## src/lrus_pkg.sv

```systemverilog
// Package of the LRU frame replacement stack: payload types, codes and sizes.
// Used by the cell chain, the top level and the checker.
package lrus_pkg;

   localparam int NUM_FRAMES_DEFAULT = 64;
   localparam int FRAME_WIDTH        = 6;
   localparam int STATUS_WIDTH       = 2;

   localparam logic OP_REFERENCE = 1'b0;
   localparam logic OP_EVICT     = 1'b1;

   localparam logic [STATUS_WIDTH-1:0] STATUS_OK    = 2'd0;
   localparam logic [STATUS_WIDTH-1:0] STATUS_EMPTY = 2'd1;
   localparam logic [STATUS_WIDTH-1:0] STATUS_FULL  = 2'd2;

   typedef logic [FRAME_WIDTH-1:0] frame_type;

   typedef struct packed {
      logic      operation;
      frame_type frame_number;
   } req_payload_type;

   typedef struct packed {
      frame_type                victim_frame;
      logic                     victim_valid;
      logic [STATUS_WIDTH-1:0]  status;
   } rsp_payload_type;

   // Command from the top level to the stack, already qualified by the transfer.
   typedef struct packed {
      logic      evict;
      logic      reference;
      frame_type frame;
   } stack_cmd_type;

   // Broadcast to every cell of the chain.
   typedef struct packed {
      logic      evict;
      logic      reference;
      logic      hit;
      frame_type frame;
   } cell_ctrl_type;

   // What the stack reports about its current contents.
   typedef struct packed {
      frame_type lru_frame;
      logic      lru_valid;
      logic      full;
      logic      hit;
   } stack_status_type;

endpackage

```

## src/lrus_chan_if.sv

```systemverilog
// Valid/ready channel that carries one payload per transfer.
// Payload type is given per instance, normally from lrus_pkg.
interface lrus_chan_if #(
   parameter type payload_type = logic
);
   logic        valid;
   logic        ready;
   payload_type payload;

   modport source (output valid, output payload, input ready);
   modport sink   (input valid, input payload, output ready);
endinterface

```

## src/lru_frame_replacement_stack_unit.sv

```systemverilog
// Exact LRU stack of page frames. Each transfer on req_chan either references a frame
// (operation 0), which moves it to the most recent end or appends it there, or evicts
// the least recent frame (operation 1). Every request gives exactly one response on
// rsp_chan, in the cycle after its transfer, held in an output register. The unit takes
// one request per cycle as long as responses are drained: all cells compare their
// frame against the request in the same cycle, a parallel prefix OR finds the cells
// that shift, and the chain updates at the clock edge of the transfer. A reference
// to a new frame while all NUM_FRAMES cells are occupied is dropped with status 2;
// an evict on an empty stack returns status 1. No clearing pass follows reset.
// Depends on lrus_pkg, lrus_chan_if, lrus_stack and lrus_cell.
module lru_frame_replacement_stack_unit #(
   parameter int NUM_FRAMES = lrus_pkg::NUM_FRAMES_DEFAULT
) (
   input  logic        clock,
   input  logic        reset,
   lrus_chan_if.sink   req_chan,
   lrus_chan_if.source rsp_chan
);

   logic                       transfer;
   lrus_pkg::stack_cmd_type    cmd;
   lrus_pkg::stack_status_type stack_status;
   lrus_pkg::rsp_payload_type  rsp_payload_ff, rsp_payload_in;
   logic                       rsp_valid_ff, rsp_valid_in;

   assign req_chan.ready = !rsp_valid_ff || rsp_chan.ready;
   assign transfer       = req_chan.valid && req_chan.ready;

   assign cmd.evict     = transfer && (req_chan.payload.operation == lrus_pkg::OP_EVICT);
   assign cmd.reference = transfer && (req_chan.payload.operation == lrus_pkg::OP_REFERENCE);
   assign cmd.frame     = req_chan.payload.frame_number;

   lrus_stack #(
      .NUM_FRAMES (NUM_FRAMES)
   ) u_stack (
      .clock  (clock),
      .reset  (reset),
      .cmd    (cmd),
      .status (stack_status)
   );

   always_comb begin
      rsp_payload_in.victim_frame = '0;
      rsp_payload_in.victim_valid = 1'b0;
      rsp_payload_in.status       = lrus_pkg::STATUS_OK;
      if (req_chan.payload.operation == lrus_pkg::OP_EVICT) begin
         if (stack_status.lru_valid) begin
            rsp_payload_in.victim_frame = stack_status.lru_frame;
            rsp_payload_in.victim_valid = 1'b1;
         end else begin
            rsp_payload_in.status = lrus_pkg::STATUS_EMPTY;
         end
      end else if (!stack_status.hit && stack_status.full) begin
         rsp_payload_in.status = lrus_pkg::STATUS_FULL;
      end
   end

   always_comb begin
      rsp_valid_in = rsp_valid_ff && !rsp_chan.ready;
      if (transfer) begin
         rsp_valid_in = 1'b1;
      end
   end

   always_ff @(posedge clock) begin
      if (transfer) begin
         rsp_payload_ff <= rsp_payload_in;
      end
      if (reset) begin
         rsp_valid_ff <= 1'b0;
      end else begin
         rsp_valid_ff <= rsp_valid_in;
      end
   end

   assign rsp_chan.valid   = rsp_valid_ff;
   assign rsp_chan.payload = rsp_payload_ff;

endmodule

```

## src/lrus_cell.sv

```systemverilog
// One position of the recency chain: a frame number and an occupied flag.
// Uses lrus_pkg; instantiated in a row by lrus_stack.
module lrus_cell (
   input  logic                  clock,
   input  logic                  reset,
   input  lrus_pkg::cell_ctrl_type ctrl,
   input  lrus_pkg::frame_type   up_frame,
   input  logic                  up_valid,
   input  logic                  below_valid,
   input  logic                  prefix_hit,
   output lrus_pkg::frame_type   frame,
   output logic                  valid,
   output logic                  match
);

   lrus_pkg::frame_type frame_ff, frame_in;
   logic                valid_ff, valid_in;
   logic                tail;
   logic                first_free;

   assign match      = valid_ff && (frame_ff == ctrl.frame);
   // The tail is the most recent occupied position; the first free one sits just above it.
   assign tail       = valid_ff && !up_valid;
   assign first_free = !valid_ff && below_valid;

   always_comb begin
      frame_in = frame_ff;
      valid_in = valid_ff;
      if (ctrl.evict) begin
         frame_in = up_frame;
         valid_in = up_valid;
      end else if (ctrl.reference) begin
         if (ctrl.hit) begin
            if (tail) begin
               frame_in = ctrl.frame;
            end else if (prefix_hit) begin
               frame_in = up_frame;
               valid_in = up_valid;
            end
         end else if (first_free) begin
            frame_in = ctrl.frame;
            valid_in = 1'b1;
         end
      end
   end

   always_ff @(posedge clock) begin
      frame_ff <= frame_in;
      if (reset) begin
         valid_ff <= 1'b0;
      end else begin
         valid_ff <= valid_in;
      end
   end

   assign frame = frame_ff;
   assign valid = valid_ff;

endmodule

```

## src/lrus_stack.sv

```systemverilog
// Row of recency cells, least recent at position zero, plus the hit prefix tree.
// Uses lrus_pkg and lrus_cell.
module lrus_stack #(
   parameter int NUM_FRAMES = lrus_pkg::NUM_FRAMES_DEFAULT
) (
   input  logic                     clock,
   input  logic                     reset,
   input  lrus_pkg::stack_cmd_type  cmd,
   output lrus_pkg::stack_status_type status
);

   localparam int LEVELS = $clog2(NUM_FRAMES);

   lrus_pkg::frame_type     cell_frame [NUM_FRAMES];
   logic [NUM_FRAMES-1:0]   cell_valid;
   logic [NUM_FRAMES-1:0]   cell_match;
   wire  [NUM_FRAMES-1:0]   prefix_lvl [LEVELS+1];
   lrus_pkg::cell_ctrl_type ctrl;

   // Parallel prefix OR: bit i is set when the referenced frame sits at or below position i.
   assign prefix_lvl[0] = cell_match;
   for (genvar l = 0; l < LEVELS; l++) begin : g_level
      for (genvar i = 0; i < NUM_FRAMES; i++) begin : g_bit
         if (i >= (1 << l)) begin : g_or
            assign prefix_lvl[l+1][i] = prefix_lvl[l][i] | prefix_lvl[l][i - (1 << l)];
         end else begin : g_pass
            assign prefix_lvl[l+1][i] = prefix_lvl[l][i];
         end
      end
   end

   assign ctrl.evict     = cmd.evict;
   assign ctrl.reference = cmd.reference;
   assign ctrl.hit       = prefix_lvl[LEVELS][NUM_FRAMES-1];
   assign ctrl.frame     = cmd.frame;

   for (genvar i = 0; i < NUM_FRAMES; i++) begin : g_cell
      lrus_pkg::frame_type up_frame;
      logic                up_valid;
      logic                below_valid;

      if (i == NUM_FRAMES - 1) begin : g_top
         assign up_frame = '0;
         assign up_valid = 1'b0;
      end else begin : g_mid
         assign up_frame = cell_frame[i+1];
         assign up_valid = cell_valid[i+1];
      end

      if (i == 0) begin : g_bottom
         assign below_valid = 1'b1;
      end else begin : g_upper
         assign below_valid = cell_valid[i-1];
      end

      lrus_cell u_cell (
         .clock       (clock),
         .reset       (reset),
         .ctrl        (ctrl),
         .up_frame    (up_frame),
         .up_valid    (up_valid),
         .below_valid (below_valid),
         .prefix_hit  (prefix_lvl[LEVELS][i]),
         .frame       (cell_frame[i]),
         .valid       (cell_valid[i]),
         .match       (cell_match[i])
      );
   end

   assign status.lru_frame = cell_frame[0];
   assign status.lru_valid = cell_valid[0];
   assign status.full      = cell_valid[NUM_FRAMES-1];
   assign status.hit       = ctrl.hit;

endmodule

```

## src/flat_wrapper.sv

```systemverilog
// flat-port wrapper written by rule: the top's interface ports become plain ports
module lru_frame_replacement_stack_unit_flat 
#(
   parameter int NUM_FRAMES = lrus_pkg::NUM_FRAMES_DEFAULT
)
  (clock, reset, req_chan_valid, req_chan_payload, req_chan_ready, rsp_chan_valid, rsp_chan_payload, rsp_chan_ready);
  lrus_chan_if #(.payload_type(lrus_pkg::req_payload_type)) req_chan_i ();
  lrus_chan_if #(.payload_type(lrus_pkg::rsp_payload_type)) rsp_chan_i ();
  input  logic clock;
  input  logic reset;
  input wire logic [$bits(req_chan_i.valid)-1:0] req_chan_valid;
  input wire logic [$bits(req_chan_i.payload)-1:0] req_chan_payload;
  output wire logic [$bits(req_chan_i.ready)-1:0] req_chan_ready;
  output wire logic [$bits(rsp_chan_i.valid)-1:0] rsp_chan_valid;
  output wire logic [$bits(rsp_chan_i.payload)-1:0] rsp_chan_payload;
  input wire logic [$bits(rsp_chan_i.ready)-1:0] rsp_chan_ready;
  assign req_chan_i.valid = req_chan_valid;
  assign req_chan_i.payload = req_chan_payload;
  assign req_chan_ready = req_chan_i.ready;
  assign rsp_chan_valid = rsp_chan_i.valid;
  assign rsp_chan_payload = rsp_chan_i.payload;
  assign rsp_chan_i.ready = rsp_chan_ready;
  lru_frame_replacement_stack_unit #(.NUM_FRAMES(NUM_FRAMES)) u_core (.clock(clock), .reset(reset), .req_chan(req_chan_i), .rsp_chan(rsp_chan_i));
endmodule
```

## config.mk

```make
export PLATFORM = sky130hd
export DESIGN_NAME = lru_frame_replacement_stack_unit_flat
export DESIGN_NICKNAME = d
export VERILOG_FILES = /design/src/lrus_pkg.sv /design/src/lrus_chan_if.sv /design/src/lru_frame_replacement_stack_unit.sv /design/src/lrus_cell.sv /design/src/lrus_stack.sv /design/src/flat_wrapper.sv
export SDC_FILE = /design/constraint.sdc
export NUM_CORES = 1
export LEC_CHECK = 0
export BUFFER_PORTS_ARGS = -buffer_cell sky130_fd_sc_hd__buf_2
export CORE_AREA = 2 2 232 188
export CTS_CLUSTER_DIAMETER = 120
export DETAILED_ROUTE_END_ITERATION = 7
export DIE_AREA = 0 0 234 190
export PLACE_DENSITY = 0.8
export SYNTH_ARGS = -nofsm -noshare
export SYNTH_HDL_FRONTEND = slang
export SYNTH_SLANG_ARGS = --single-unit
```

## constraint.sdc

```tcl
create_clock -name clock -period 6.2 [get_ports clock]
set_input_delay 1.55 -clock clock [delete_from_list [all_inputs] [get_ports clock]]
set_output_delay 1.55 -clock clock [all_outputs]
set_load 0.02 [all_outputs]
```

After elaboration in Yosys (flattened, before gate mapping)
Cells that the tools add are included.
- logic and storage cells: 1866
- input bits: 11
- output and inout bits: 11
- bits in registers: 458
- equality and inequality tests: 254
- multiplexer cells: 766
- bitwise logic cells: 322
- reduce and logical (&&, ||, !) cells: 392
- operator list (cell ; number):
    6-bit 2-to-1 mux ; 381
    6-bit equality test ; 64
    1-bit 2-to-1 mux ; 383
    3-bit by 2-bit inequality test with 1-bit output (second input constant) ; 126
    1-bit bitwise OR ; 321
    4-bit by 3-bit inequality test with 1-bit output (second input constant) ; 63
    4-bit AND reduction ; 62
    3-bit AND reduction ; 64
    3-bit nonzero test ; 62
    1-bit logical AND ; 132
    1-bit logical NOT ; 66
    2-bit 2-to-1 mux ; 2
    2-bit AND reduction ; 2
    2-bit nonzero test ; 2
    3-bit by 1-bit inequality test with 1-bit output (second input constant) ; 1
    2-bit OR reduction ; 1
    1-bit logical OR ; 1
    1-bit inverter ; 1

Logic depth before layout (Yosys ltp)
- word-level depth: 13
- mapped depth: 18
- mapped depth without buffers: 10

Cells and area by module
A second synthesis with hierarchy kept.
- cell total of the unflattened synthesis: 2263
- area total of the unflattened synthesis: 28682.5 um^2
- by module, submodules not included (module ; sequential area each (um^2) ; times used ; area each (um^2) ; cells an instance):
    lrus_cell ; 200.2 ; 64 ; 430.4 ; 33
    lrus_stack ; 0.0 ; 1 ; 720.7 ; 125
    lru_frame_replacement_stack_unit ; 290.3 ; 1 ; 415.4 ; 26

Worst setup path after synthesis
No wires, ideal clock.
- kind: input to register
- start: in req_chan_payload[3]
- end: reg u_core.u_stack.g_cell[35].u_cell.frame_ff[0], enable pin
- path slack: 1.449 ns
- cell stages on the path: 15
- arrival time: 4.372 ns
- library setup time: 0.379 ns
- required time: 5.821 ns
- buffers on the path: 7
- cell sequence: buf_6 -> buf_6 -> buf_6 -> buf_6 -> xnor2_1 -> nand4_1 -> o41ai_1 -> nor4_4 -> and4_1 -> buf_4 -> nand3_2 -> buf_6 -> buf_4 -> nor2_1 -> a211oi_1
- longest elaborated chain between the ends: 10
- elaborated cells on any way between the ends: 202
- classes of those cells: 65 x eq/ne; 71 x bitwise; 66 x reduce/logical
- RTL lines (what ; line ; RTL):
    start, declared ; flat_wrapper.sv:12 ; input wire logic [$bits(req_chan_i.payload)-1:0] req_chan_payload;
    6-bit equality test ; lrus_cell.sv:21 ; assign match = valid_ff && (frame_ff == ctrl.frame);
    1-bit logical AND ; lrus_cell.sv:21 ;
    1-bit bitwise OR (6 in a row) ; lrus_stack.sv:25 ; assign prefix_lvl[l+1][i] = prefix_lvl[l][i] | prefix_lvl[l][i - (1 << l)];
    4-bit by 3-bit inequality test with 1-bit output (no line) / 3-bit nonzero test (equally long branches) ; - ;
    3-bit AND reduction (no line) * ; - ;
    end signal, assigned ; lrus_cell.sv:48 ; frame_ff <= frame_in;
    end, declared ; lrus_cell.sv:16 ; lrus_pkg::frame_type frame_ff, frame_in;
Every way passes the cells marked *; elsewhere a longest branch is shown, timed or not.
A chain may end at the register's enable or synchronous reset.

Worst setup path after layout
- start: in req_chan_payload[5]
- end: reg u_core.u_stack.g_cell[16].u_cell.frame_ff[0], enable pin
- longest elaborated chain between the ends: 10
- elaborated cells on any way between the ends: 210
- classes of those cells: 65 x eq/ne; 79 x bitwise; 66 x reduce/logical
- RTL lines (what ; line):
    6-bit equality test ; lrus_cell.sv:21
    1-bit logical AND ; lrus_cell.sv:21
    1-bit bitwise OR (6 in a row) ; lrus_stack.sv:25
    4-bit by 3-bit inequality test with 1-bit output (no line) / 3-bit nonzero test (equally long branches) ; -
    3-bit AND reduction (no line) * ; -
    end signal, assigned ; lrus_cell.sv:48
    end, declared ; lrus_cell.sv:16
Marks and branches as above.

==> results.md <==
- Power per cell area: 331 nW/um^2
- Pwr Total: 0.00975 W
- Initial DRC Count: between 1500 and 2000
- Seq/Total Area, Yosys: 48.0%
- Yosys reg bits: approximately 460
- Global-route wire length before repair: 107000 um
- Clock buffer count from CTS: 46
- # diodes: 0
- Fill cells: 2934
- Area share of the largest cell type after synthesis: 42.8%
- Clk Latency, worst-skew pair: 0.60 ns
- CTS tree: built
- Post-CTS setup buffers: 0
- Post-CTS sizing: 0
- CTS HTree Levels: 2
- Fin crit share: 84.9%
- RSZ-0062 raised after global routing: false
- Final HPWL DP: 44000 um
- Final Wtd Congestion: 0.891
- Antenna viol nets, final: 0
- Grt total ovfl: 0
- Critical Path Sink Type: flop
- TNS Setup: 0 ns
- Multi-input gate area: 13100 um^2
- Synth area leader: edfxtp_1
- Slew Viols, Final: 0
- FFs w/ async S/R, synth: 0%
- Type of origin of the critical path: input port
- Synth Area in Adders: 0%
- Area Growth Syn to Fin: 8.36%
- Number of synthesized flops with an enable pin: between 300 and 400
- CTS sink cnt: 458
- Largest net degree at the start of global routing: 65
- Die Wd: 234 um
- CTS Hold Bufs: 0
- Antenna violations before repair: 2
- Worst-margin pin slew: 1.15 ns
- Mux cell area share after synthesis: 16.1%
- Nets: 2275
- Worst slew margin: 23.5%
- CP Class: input port to flop
- Critical Path RT: 6.42 ns
- Die Y: 190 um
- Initial Utilization: 64.0%
- Core area: ~42000 um^2
- Max Cap Violations: 0
- Final hold viol count: 0
- Die ar.: between 40000 and 50000 um^2
- Simple-gate share of the synthesized area: around a tenth
- Leakage: 10.0 nW
- Register area: 13000 um^2
- Synth Flop Type: edfxtp_1
- WL per Instance: ~24 um
- Yosys cell types: 78
- Worst-path clk slew: 0.06 ns
- CP Max Fanout: between 40 and 50
- Drt total wl: 67600 um
- Final setup fails: 0
- GRT Total Usage: 30.7%
- # DRC: 0
- Top achievable clock speed: 190 MHz
- Syn_nets: 2290
- Status: finished clean
- Worst Skew: 0.0284 ns
- Synth Area per Inst: 11.9 um^2
- Fin crit period: 5.26 ns
- Maximum vdd ir drop: roughly 300 uV
- WP data arrival: 5.48 ns
- Yosys warnings: 0
- Hold Crit Class: flop to flop
- Netlist Area Pre-Place: ~27000 um^2
- Xor/xnor cell area share of the yosys netlist: 12.4%
- Synth top area cells: edfxtp_1 43%, mux2_2 15%, xnor2_1 6.2%, xor2_1 6.2%, dfxtp_1 5.2%
- Layout cells sized above 1: 27.6%
- Root buf cell: clkbuf_16
- Vias in the first global route: 19000
- Synth Instances: ~2300
- Max Buffers Root-to-Sink: 3
- Compound-Gate Fraction of Synth Area: 9.00%
- Via Count: 18900
- Boundary Pins: 22
- I/O Buffers: 21
- 1st-pass router iterations: 6
- Main combinational cell family by area after synthesis: multiplexers
- Std cell rows: 68
- Via-per-instance ratio: 6.60
sequential cells by signal (all words and copies together), names as in the netlist:
| signal | flops |
|---|---|
| u_core.u_stack.g_cell.u_cell.frame | 384 |
| u_core.u_stack.g_cell.u_cell.valid | 64 |
| u_core.rsp_chan.payload | 9 |
| u_core.rsp_chan.valid | 1 |
Yosys cell counts, types with 18 or more instances:
master    instances
edfxtp_1        387
xor2_1          192
buf_2            22
nor3_1           24
a21oi_1          76
dfxtp_1          71
nand3_1          20
nand2_1          76
nor2b_1          27
nand2b_1         43
nor2_1          111
xnor2_1         192
o21a_1           20
inv_1            18
nor4_1           63
a21oi_2          26
buf_4            25
o211ai_1         27
mux2_2          363
buf_6            22
o21ai_0          66
clkbuf_1         86
nand4_1          76
worst paths after layout:
kind                                                   from                                   endpoint  slack [ns]  cells past startpoint
setup / recovery                        req_chan_payload[5]  u_core.u_stack.g_cell[16].u_cell.frame[0]        0.94                     14
setup reg to reg  u_core.u_stack.g_cell[33].u_cell.frame[0]  u_core.u_stack.g_cell[16].u_cell.frame[0]        2.05                     12
hold reg to reg      u_core.u_stack.g_cell[13].u_cell.valid     u_core.u_stack.g_cell[13].u_cell.valid        0.51                      2
hold / removal       u_core.u_stack.g_cell[13].u_cell.valid     u_core.u_stack.g_cell[13].u_cell.valid        0.51                      2
metal layers:
layer | GRT usage (%) | routed length [um]
met4 | 11.3 | 1830
met1 | 43.2 | 29100
met3 | 5.47 | 5580
met2 | 47.7 | 31000
met5 | 0 | 69
logic make-up (layout without fill, tap and decap cells):
group | count (synthesis) | after routing
compound gates | 346 | 346
xor+xnor | 384 | 384
buf+inv | 184 | 207
flops | 458 | 458
mux | 390 | 390
simple gates | 517 | 517
layout by cell type (no fill, tap or decap), types with 17 or more instances in the layout:
cell,instances
o21a_1,20
buf_4,69
nand2b_1,43
inv_1,18
a21oi_2,26
nor3_1,24
mux2_2,363
nor2b_1,27
nand3_1,20
nor4_1,63
o21ai_0,66
mux2_1,17
nor2_1,108
a21oi_1,76
a211oi_1,17
nand4_1,76
clkbuf_16,50
xnor2_1,192
xor2_1,192
edfxtp_1,387
dfxtp_1,71
nand2_1,74
o211ai_1,27
power by group:
part           total (W)  internal [W]  switching, W
logic            0.00254       0.00115       0.00139
clock network    0.00295       0.00170       0.00125
registers        0.00426       0.00393      0.000330
total            0.00975       0.00678       0.00297
stage by stage:
stage                     area (um^2)  setup WS (ns)  std cells  hold slack (ns)  util [%]
after floorplan                 27200           1.45       2279            0.446         -
after global placement          27900          0.656       2776            0.478      65.6
after detailed placement        27900          0.488       2776            0.485      65.6
after CTS                       29400           1.08       2862            0.495      69.4
after global routing            29400          0.735       2862            0.526      69.4
final                           29400          0.935       2862            0.506      69.4
worst max-delay path, cell delays in order:
cell and delay, ns:
buf_4 0.57, buf_12 0.36, xnor2_1 0.13, nand4_1 0.09, nor4_1 0.08, nor4_1 0.47, and4_1 0.30, and3_1 0.41
nand3_4 0.16, buf_12 0.22, buf_12 0.21, o21ai_0 0.25, nor2_1 0.08, nor2_1 0.46
layout make-up:
class | instances | share of cell area, %
Multi-Input combinational cell | 1637 | 44.5
Sequential cell | 458 | 44.3
Clock buffer | 62 | 4.57
Timing Repair Buffer | 100 | 3.10
Tap cell | 560 | 2.38
Clock inverter | 24 | 0.841
Inverter | 21 | 0.268
(Power assumes the default switching activity.)
